## src/hdl/sobel_edge_magnitude_rgb_defines.svh

```systemverilog
// Assertion helpers used by the top-level RTL.
`ifndef SOBEL_EDGE_MAGNITUDE_RGB_DEFINES_SVH
`define SOBEL_EDGE_MAGNITUDE_RGB_DEFINES_SVH

// Same-cycle implication, disabled while in reset.
`define SEM_ASSERT_NOW(lbl, ante, cons, msg) \
    lbl: assert property (@(posedge clk) disable iff (!rst_n) (ante) |-> (cons)) \
        else $error(msg);

// Next-cycle implication, disabled while in reset.
`define SEM_ASSERT_NEXT(lbl, ante, cons, msg) \
    lbl: assert property (@(posedge clk) disable iff (!rst_n) (ante) |=> (cons)) \
        else $error(msg);

`endif

```

## src/hdl/sem_pkg.sv

```systemverilog
package sem_pkg;

    // Default geometry limits
    localparam int DEF_MAX_WIDTH  = 1024;
    localparam int DEF_MAX_HEIGHT = 4096;

    // Field widths
    localparam int PIX_W = 24;
    localparam int CH_W  = 8;
    localparam int FW_W  = 11;
    localparam int FH_W  = 13;
    localparam int CFG_W = 13;

    // Datapath widths: |g| <= 1020, g^2 sum < 2^21, 11-bit root
    localparam int GRAD_W     = 12;
    localparam int MAG_W      = 10;
    localparam int SQ_W       = 2 * MAG_W;
    localparam int SUM_W      = SQ_W + 1;
    localparam int RADIX_W    = 22;
    localparam int ROOT_W     = RADIX_W / 2;
    localparam int ROOT_STEPS = RADIX_W / 2;
    localparam int REM_W      = 14;
    localparam int STEP_W     = 4;

    localparam logic [FW_W-1:0] RESET_WIDTH  = 11'd1024;
    localparam logic [FH_W-1:0] RESET_HEIGHT = 13'd1024;
    localparam logic [CH_W-1:0] EDGE_MAX     = 8'd255;

    // Register indexes
    localparam logic CFG_IDX_WIDTH  = 1'b0;
    localparam logic CFG_IDX_HEIGHT = 1'b1;

    // Sobel kernels, [row][column]
    localparam int KX [3][3] = '{'{-1, 0, 1}, '{-2, 0, 2}, '{-1, 0, 1}};
    localparam int KY [3][3] = '{'{-1, -2, -1}, '{0, 0, 0}, '{1, 2, 1}};

    typedef logic [2:0][2:0][CH_W-1:0] win_chan_t;

    typedef struct packed {
        logic [2:0] row_ok;
        logic [2:0] col_ok;
    } win_mask_t;

endpackage

```

## src/hdl/sem_lane.sv

```systemverilog
module sem_lane (
    input  logic                     clk,
    input  logic                     rst_n,
    input  logic                     start,
    input  sem_pkg::win_chan_t       pix,
    input  sem_pkg::win_mask_t       mask,
    output logic                     done,
    output logic [sem_pkg::CH_W-1:0] edge_mag
);
    import sem_pkg::*;

    typedef enum logic [2:0] {L_IDLE, L_SQUARE, L_SUM, L_ROOT, L_ROUND} lane_state_t;

    lane_state_t         state_reg;
    logic [MAG_W-1:0]    ax_reg, ay_reg;
    logic [SQ_W-1:0]     sqx_reg, sqy_reg;
    logic [RADIX_W-1:0]  rad_reg;
    logic [REM_W-1:0]    rem_reg;
    logic [ROOT_W-1:0]   root_reg;
    logic [STEP_W-1:0]   step_reg;
    logic                done_reg;
    logic [CH_W-1:0]     edge_reg;

    logic signed [GRAD_W-1:0] gx, gy;
    logic [MAG_W-1:0]    ax_abs, ay_abs;
    logic [REM_W-1:0]    rem_sh, trial;
    logic                fits;
    logic [ROOT_W:0]     rounded;
    logic [SUM_W-1:0]    sum_sq;

    // Masked Sobel gradients
    always_comb
    begin
        gx = '0;
        gy = '0;
        for (int r = 0; r < 3; r++)
        begin
            for (int c = 0; c < 3; c++)
            begin
                if (mask.row_ok[r] && mask.col_ok[c])
                begin
                    gx = gx + $signed(GRAD_W'(KX[r][c]))
                            * $signed({{(GRAD_W-CH_W){1'b0}}, pix[r][c]});
                    gy = gy + $signed(GRAD_W'(KY[r][c]))
                            * $signed({{(GRAD_W-CH_W){1'b0}}, pix[r][c]});
                end
            end
        end
    end

    assign ax_abs = MAG_W'(gx[GRAD_W-1] ? -gx : gx);
    assign ay_abs = MAG_W'(gy[GRAD_W-1] ? -gy : gy);
    assign sum_sq = {1'b0, sqx_reg} + {1'b0, sqy_reg};

    // One root bit per cycle, restoring
    assign rem_sh = {rem_reg[REM_W-3:0], rad_reg[RADIX_W-1 -: 2]};
    assign trial  = REM_W'({root_reg, 2'b01});
    assign fits   = rem_sh >= trial;

    // Round up when the remainder exceeds the floor root
    assign rounded = {1'b0, root_reg} + (ROOT_W+1)'(rem_reg > REM_W'(root_reg));

    always_ff @(posedge clk or negedge rst_n)
    begin
        if (!rst_n)
        begin
            state_reg <= L_IDLE;
            done_reg  <= 1'b0;
        end
        else
        begin
            done_reg <= 1'b0;
            unique case (state_reg)
                L_IDLE:
                begin
                    if (start)
                    begin
                        ax_reg    <= ax_abs;
                        ay_reg    <= ay_abs;
                        state_reg <= L_SQUARE;
                    end
                end
                L_SQUARE:
                begin
                    sqx_reg   <= ax_reg * ax_reg;
                    sqy_reg   <= ay_reg * ay_reg;
                    state_reg <= L_SUM;
                end
                L_SUM:
                begin
                    rad_reg   <= RADIX_W'(sum_sq);
                    rem_reg   <= '0;
                    root_reg  <= '0;
                    step_reg  <= '0;
                    state_reg <= L_ROOT;
                end
                L_ROOT:
                begin
                    rad_reg  <= {rad_reg[RADIX_W-3:0], 2'b00};
                    rem_reg  <= fits ? rem_sh - trial : rem_sh;
                    root_reg <= {root_reg[ROOT_W-2:0], fits};
                    step_reg <= step_reg + 1'b1;
                    if (step_reg == STEP_W'(ROOT_STEPS - 1))
                    begin
                        state_reg <= L_ROUND;
                    end
                end
                L_ROUND:
                begin
                    edge_reg  <= (rounded > (ROOT_W+1)'(EDGE_MAX)) ? EDGE_MAX
                                                                  : rounded[CH_W-1:0];
                    done_reg  <= 1'b1;
                    state_reg <= L_IDLE;
                end
                default:
                begin
                    state_reg <= L_IDLE;
                end
            endcase
        end
    end

    assign done     = done_reg;
    assign edge_mag = edge_reg;

endmodule

```

## config.mk

```make
export PLATFORM = sky130hd
export DESIGN_NAME = sem_lane
export DESIGN_NICKNAME = d
export VERILOG_FILES = /design/src/hdl/sobel_edge_magnitude_rgb_defines.svh /design/src/hdl/sem_pkg.sv /design/src/hdl/sem_lane.sv
export SDC_FILE = /design/constraint.sdc
export NUM_CORES = 1
export LEC_CHECK = 0
export ABC_AREA = 1
export BUFFER_PORTS_ARGS = -buffer_cell sky130_fd_sc_hd__clkbuf_2
export CAP_MARGIN = 0
export CORE_MARGIN = 4
export CORE_UTILIZATION = 64
export DETAILED_ROUTE_END_ITERATION = 16
export PLACE_DENSITY = 0.82
export SLEW_MARGIN = 5
export SYNTH_ARGS = -nofsm -noshare
export SYNTH_HDL_FRONTEND = slang
export SYNTH_SLANG_ARGS = --single-unit
```

## constraint.sdc

```tcl
create_clock -name clk -period 6.3 [get_ports clk]
set_clock_uncertainty 0.2 [all_clocks]
set_input_delay 0.315 -clock clk [delete_from_list [all_inputs] [get_ports clk]]
set_output_delay 0.315 -clock clk [all_outputs]
set_load 0.01 [all_outputs]
```

Word-level counts from Yosys, hierarchy flattened. Cells that the tools add are included.

Register bits: 123. Input bits: 81. Output and inout port bits: 9.

$add $sub $neg: 21. Multiply operators: 2. $lt $le $gt $ge: 3. Equality and inequality tests: 7. Multiplexer cells: 22. Reduce and logical (&&, ||, !) cells: 15.

Operator list (number): 12-bit 2-to-1 mux (11); 12-bit adder (4); 12-bit by 9-bit adder with 12-bit output (4); 22-bit case mux with 2 select lines (1); 10-bit by 10-bit multiplier with 20-bit output (2); 8-bit negator with 12-bit output (3); 14-bit case mux with 2 select lines (1); 12-bit by 10-bit adder with 12-bit output (2); 8-bit negator with 11-bit output (2); 11-bit case mux with 2 select lines (1); 20-bit by 20-bit adder with 21-bit output (1); 10-bit 2-to-1 mux (2); 10-bit negator (2); 14-bit by 13-bit >= comparator with 1-bit output (1); 14-bit by 11-bit greater-than comparator with 1-bit output (1); 14-bit 2-to-1 mux (1); 14-bit by 13-bit subtractor with 14-bit output (1); 11-bit by 1-bit adder with 12-bit output (1); 12-bit by 8-bit greater-than comparator with 1-bit output (second input constant) (1); 3-bit case mux with 4 select lines (1); 1-bit logical AND (8); 4-bit case mux with 2 select lines (1); 2-bit AND reduction (4); 3-bit by 2-bit equality test with 1-bit output (second input constant) (2); other kinds (10) (12).

Longest topological paths before layout.
Word-level depth: 14. Mapped depth: 50.

Worst setup path before layout. OpenSTA, ideal clock, no wires.

Path type: input port to flip-flop. From: input port pix[0] (netlist name). To: register ax_reg[9], data pin. Arrival time: 6.117 ns. Slack: -0.270 ns. Stages on the path: 37. Buffers on the path: 0. Cell sequence: inv_1 > ha_1 > inv_1 > nor2_1 > inv_1 > fa_1 > o21ai_1 > ha_1 > fa_1 > or2_2 > nand2_1 > fa_1 > or2_2 > nand2_1 > ha_1 > a21oi_1 > and2_1 > inv_1 > or2_2 > a21oi_1 > inv_1 > nand2_1 > inv_1 > ha_1 > inv_1 > o31ai_1 > a21oi_1 > o21ai_0 > inv_1 > nor2_1 > o21ai_0 > nand2_1 > nand2_1 > xnor2_1 > nand3_1 > nand4_1 > nand2_1.

Word-level cells in the longest chain between the ends: 14.

Ends and longest elaborated chain: from (decl) (RTL line sem_lane.sv:5) `input sem_pkg::win_chan_t pix,`; 8-bit negator with 12-bit output (*) (RTL line sem_lane.sv:43) `* $signed({{(GRAD_W-CH_W){1'b0}}, pix[r][c]});`; 12-bit 2-to-1 mux (*) (RTL line sem_lane.sv:40) `if (mask.row_ok[r] && mask.col_ok[c])`; 12-bit by 9-bit adder with 12-bit output (RTL line sem_lane.sv:42) `gx = gx + $signed(GRAD_W'(KX[r][c]))`; 12-bit 2-to-1 mux (*) (RTL line sem_lane.sv:40); 12-bit adder (RTL line sem_lane.sv:42); 12-bit 2-to-1 mux (*) (RTL line sem_lane.sv:40); 12-bit by 10-bit adder with 12-bit output (RTL line sem_lane.sv:42); 12-bit 2-to-1 mux (*) (RTL line sem_lane.sv:40); 12-bit adder (RTL line sem_lane.sv:42); 12-bit 2-to-1 mux (*) (RTL line sem_lane.sv:40); 12-bit by 9-bit adder with 12-bit output (RTL line sem_lane.sv:42); 12-bit 2-to-1 mux (*) (RTL line sem_lane.sv:40); 10-bit negator (RTL line sem_lane.sv:51) `assign ax_abs = MAG_W'(gx[GRAD_W-1] ? -gx : gx);`; 10-bit 2-to-1 mux (*) (RTL line sem_lane.sv:51); named net ax_abs[9] (RTL line sem_lane.sv:25) `logic [MAG_W-1:0] ax_abs, ay_abs;`; to (signal assigned) (RTL line sem_lane.sv:78) `ax_reg <= ax_abs;`; to (decl) (RTL line sem_lane.sv:15) `logic [MAG_W-1:0] ax_reg, ay_reg;`.

Mark *: on every way through the listed nets, which the timed path passes. The rest lies on a longest branch. A chain may end at the register's enable or synchronous reset.

Worst setup path after layout. Same ends and word-level chain as after synthesis.

==> impl_metrics.json <==
{
  "n_antenna_cell": 0,
  "synth_warnings": 0,
  "h_tree_lvl_count": 4,
  "hpwl_mm": 33.9,
  "status": "finished clean",
  "crit_path_max_fanout": 4,
  "finalHoldViolCount": 0,
  "yosysTopAreaCell": "sky130_fd_sc_hd__edfxtp_1",
  "clock_slew_seen_by_the_registers_of_the_worst_setup_and_hold_paths_ns": 0.06,
  "number_of_design_rule_violations_left_after_detail_routing": 0,
  "multiInputGateArea_mm2": 0.0123,
  "start_util_pct": 65.4,
  "ctsLongestPathBuffers": 2,
  "netlist-cell-type-count": 56,
  "global_route_wire_length_before_repair_mm": 72.1,
  "power_leakage_uw": 0.0113,
  "dr_total_vias": 16432,
  "layout.nets": 3009,
  "synth.cell_area_mm2": 0.0171,
  "synth_seq_area_share_pct": 21.1,
  "placement.io_buffers": 81,
  "core_region_area_mm2": 0.0262,
  "finalSetupTns_ns": 0,
  "grt_pass1_vias": 16406,
  "number_of_antenna_violating_nets_in_the_routed_design": 0,
  "flow.area_growth_from_synthesis_pct": 21.3,
  "num_rows": 59,
  "grt_start_max_net_pins": 52,
  "clock_sink_count": 121,
  "asyncSetResetFlopFracSynth_pct": 3.31,
  "max-slew-margin-rel_pct": 23.7,
  "grt.overflow.total": 0,
  "data_arrival_time_of_the_worst_path_ns": 6.18,
  "dieArea_mm2": 0.0295,
  "power_per_cell_area_mw_per_mm2": 402,
  "final_max_slew_viol_count": 0,
  "rsz0062_at_grt": "yes",
  "sequential_cell_area_mm2": 0.00361,
  "firstDrtPassIters": 6,
  "synth_largest_type_area_fraction_pct": 20.5,
  "instances_no_fill": 2957,
  "final.fill_count": 1726,
  "wl_per_cell_um": 15.1,
  "die_boundary_width_um": 172,
  "die-height_um": 172,
  "syn_inst": 2330,
  "dp.cells": 2901,
  "cts-root-buf": "sky130_fd_sc_hd__clkbuf_16",
  "peakVddDrop_uv": 316,
  "last_weighted_congestion_value_of_the_routability_driven_placer": 0.951,
  "clock_insertion_delay_at_the_later_pin_of_the_skew_report_ns": 0.43,
  "viasPerCell": 5.56,
  "layout_commonest_cell": "sky130_fd_sc_hd__nand2_1",
  "initialDrtViolationCount": 1028,
  "final_design_area_no_fill_mm2": 0.0208,
  "total_routed_length_mm": 44.5,
  "hold_ws_ns": 0.0533,
  "layout_worst_path_cycle_share_pct": 98.6,
  "antenna_found_initial": 0,
  "place_area_mm2": 0.0194,
  "number_of_synthesized_register_bits": 121,
  "cap_viol_max_count": 0,
  "ys_dominant_reg_cell": "sky130_fd_sc_hd__edfxtp_1",
  "cts_tree": "built",
  "timing.critical_path.to_type": "flip-flop",
  "critical_path_required_ns": 6.27,
  "grt_usage_pct": 29.7,
  "final.min_clock_period_ns": 6.21,
  "worst-setup-path-type": "input port to flip-flop",
  "max_freq_mhz": 161,
  "critPathSlowestCell": "sky130_fd_sc_hd__fa_1",
  "layout_common_cells": "sky130_fd_sc_hd__nand2_1, sky130_fd_sc_hd__inv_1, sky130_fd_sc_hd__buf_4",
  "floorplan.io_pins": 90,
  "final_setup_margin_ns": 0.0890,
  "largest_register_ff_count": 22,
  "cts_made_buffers": 17,
  "holdCritPathClass": "input port to asynchronous set/reset pin",
  "postSynthAreaPerCell_um2": 7.36,
  "transition_at_the_pin_with_the_smallest_max_transition_slack_ns": 1.14,
  "report.final.setup_viol": 0,
  "synth_enable_flop_cells": 117,
  "dpl_worst_slack_ns": -0.507,
  "worst-path-buf-inv": 9,
  "critical-path-top-delay-family": "adder cells",
  "startpoint_type": "input port",
  "crit_path_max_incr_delay_ns": 0.46,
  "layout-drive-gt1-share_pct": 20.5,
  "postSynthNetCount": 2730,
  "yosys-top-cells-area": "sky130_fd_sc_hd__edfxtp_1, sky130_fd_sc_hd__ha_1, sky130_fd_sc_hd__nand2_1, sky130_fd_sc_hd__fa_1, sky130_fd_sc_hd__inv_1"
}
## per-layer routing
layer  global-route usage [%]  vias to the layer above  routed length [um]
met1                     36.2                     7707               17800
met2                     54.6                      609               22800
met5                        0                        -                   0
li1                         -                     7997                   -
met3                     3.38                      119                2500
met4                     10.1                        0                1460
## power by group
group	switching [uW]	internal [uW]
sequential	149	1480
combinational	3380	2340
clock	408	592
total	3940	4410
## cell usage after synthesis, types with 5 or more instances
library cell	instances
sky130_fd_sc_hd__a21o_1	5
sky130_fd_sc_hd__xnor2_1	36
sky130_fd_sc_hd__nand2_2	21
sky130_fd_sc_hd__ha_1	218
sky130_fd_sc_hd__fa_1	101
sky130_fd_sc_hd__nor3_1	18
sky130_fd_sc_hd__o21ai_0	93
sky130_fd_sc_hd__a21oi_1	135
sky130_fd_sc_hd__nand3_1	139
sky130_fd_sc_hd__xor2_1	78
sky130_fd_sc_hd__nand3b_1	7
sky130_fd_sc_hd__clkbuf_1	35
sky130_fd_sc_hd__buf_2	5
sky130_fd_sc_hd__nand3_2	12
sky130_fd_sc_hd__a211oi_1	5
sky130_fd_sc_hd__or2_2	22
sky130_fd_sc_hd__o21ai_1	15
sky130_fd_sc_hd__nand2_1	576
sky130_fd_sc_hd__buf_1	5
sky130_fd_sc_hd__edfxtp_1	117
sky130_fd_sc_hd__nor2_1	139
sky130_fd_sc_hd__inv_1	453
sky130_fd_sc_hd__inv_2	9
sky130_fd_sc_hd__o21bai_1	12
sky130_fd_sc_hd__nand4_1	11
## kinds of logic after synthesis
logic type	synth area share [%]
simple gates	24.4
buf+inv	11.3
fa+ha+maj	27.7
compound gates	9.50
flops	21.1
xor+xnor	5.92
mux	0.131
## final cells by class
class	instances	area share, %
multi-input cells	1700	59.1
flip-flops and latches	121	17.4
repair buffers	303	10.2
inverters	466	8.49
clock buffers	17	2.05
well taps	335	2.02
clock inverters	15	0.813
## stage by stage
| stage | util, % | power, uW |
|---|---|---|
| 2_1_floorplan | - | 5640 |
| 3_3_place_gp | 73.9 | 6720 |
| 3_5_place_dp | 73.9 | 6980 |
| 4_1_cts | 76.5 | 8150 |
| 5_1_grt | 79.3 | 9160 |
| 6_report | 79.3 | 8350 |
## timing repair
| item | CTS | global route |
|---|---|---|
| pin swaps | 4 | 64 |
| endpoints found under the setup margin | 10 | 20 |
| gates resized for setup | 9 | 140 |
| buffers inserted | 4 | 16 |
| gates cloned | 1 | 1 |
| hold buffers | 2 | 0 |
| endpoints found under the hold margin | 5 | 0 |
## path summary, 6_finish.rpt
path	from	depth (start not counted)	slack [ns]	end
max	pix[0]	41	0.09	ax_reg[9]
min	rst_n	2	0.05	done
max reg2reg	ax_reg[3]	24	0.36	sqx_reg[15]
min reg2reg	state_reg[1]	1	0.26	done
max in group asynchronous	rst_n	2	5.71	state_reg[1]
min in group clk	state_reg[1]	1	0.26	done
(Power assumes the default switching activity.)
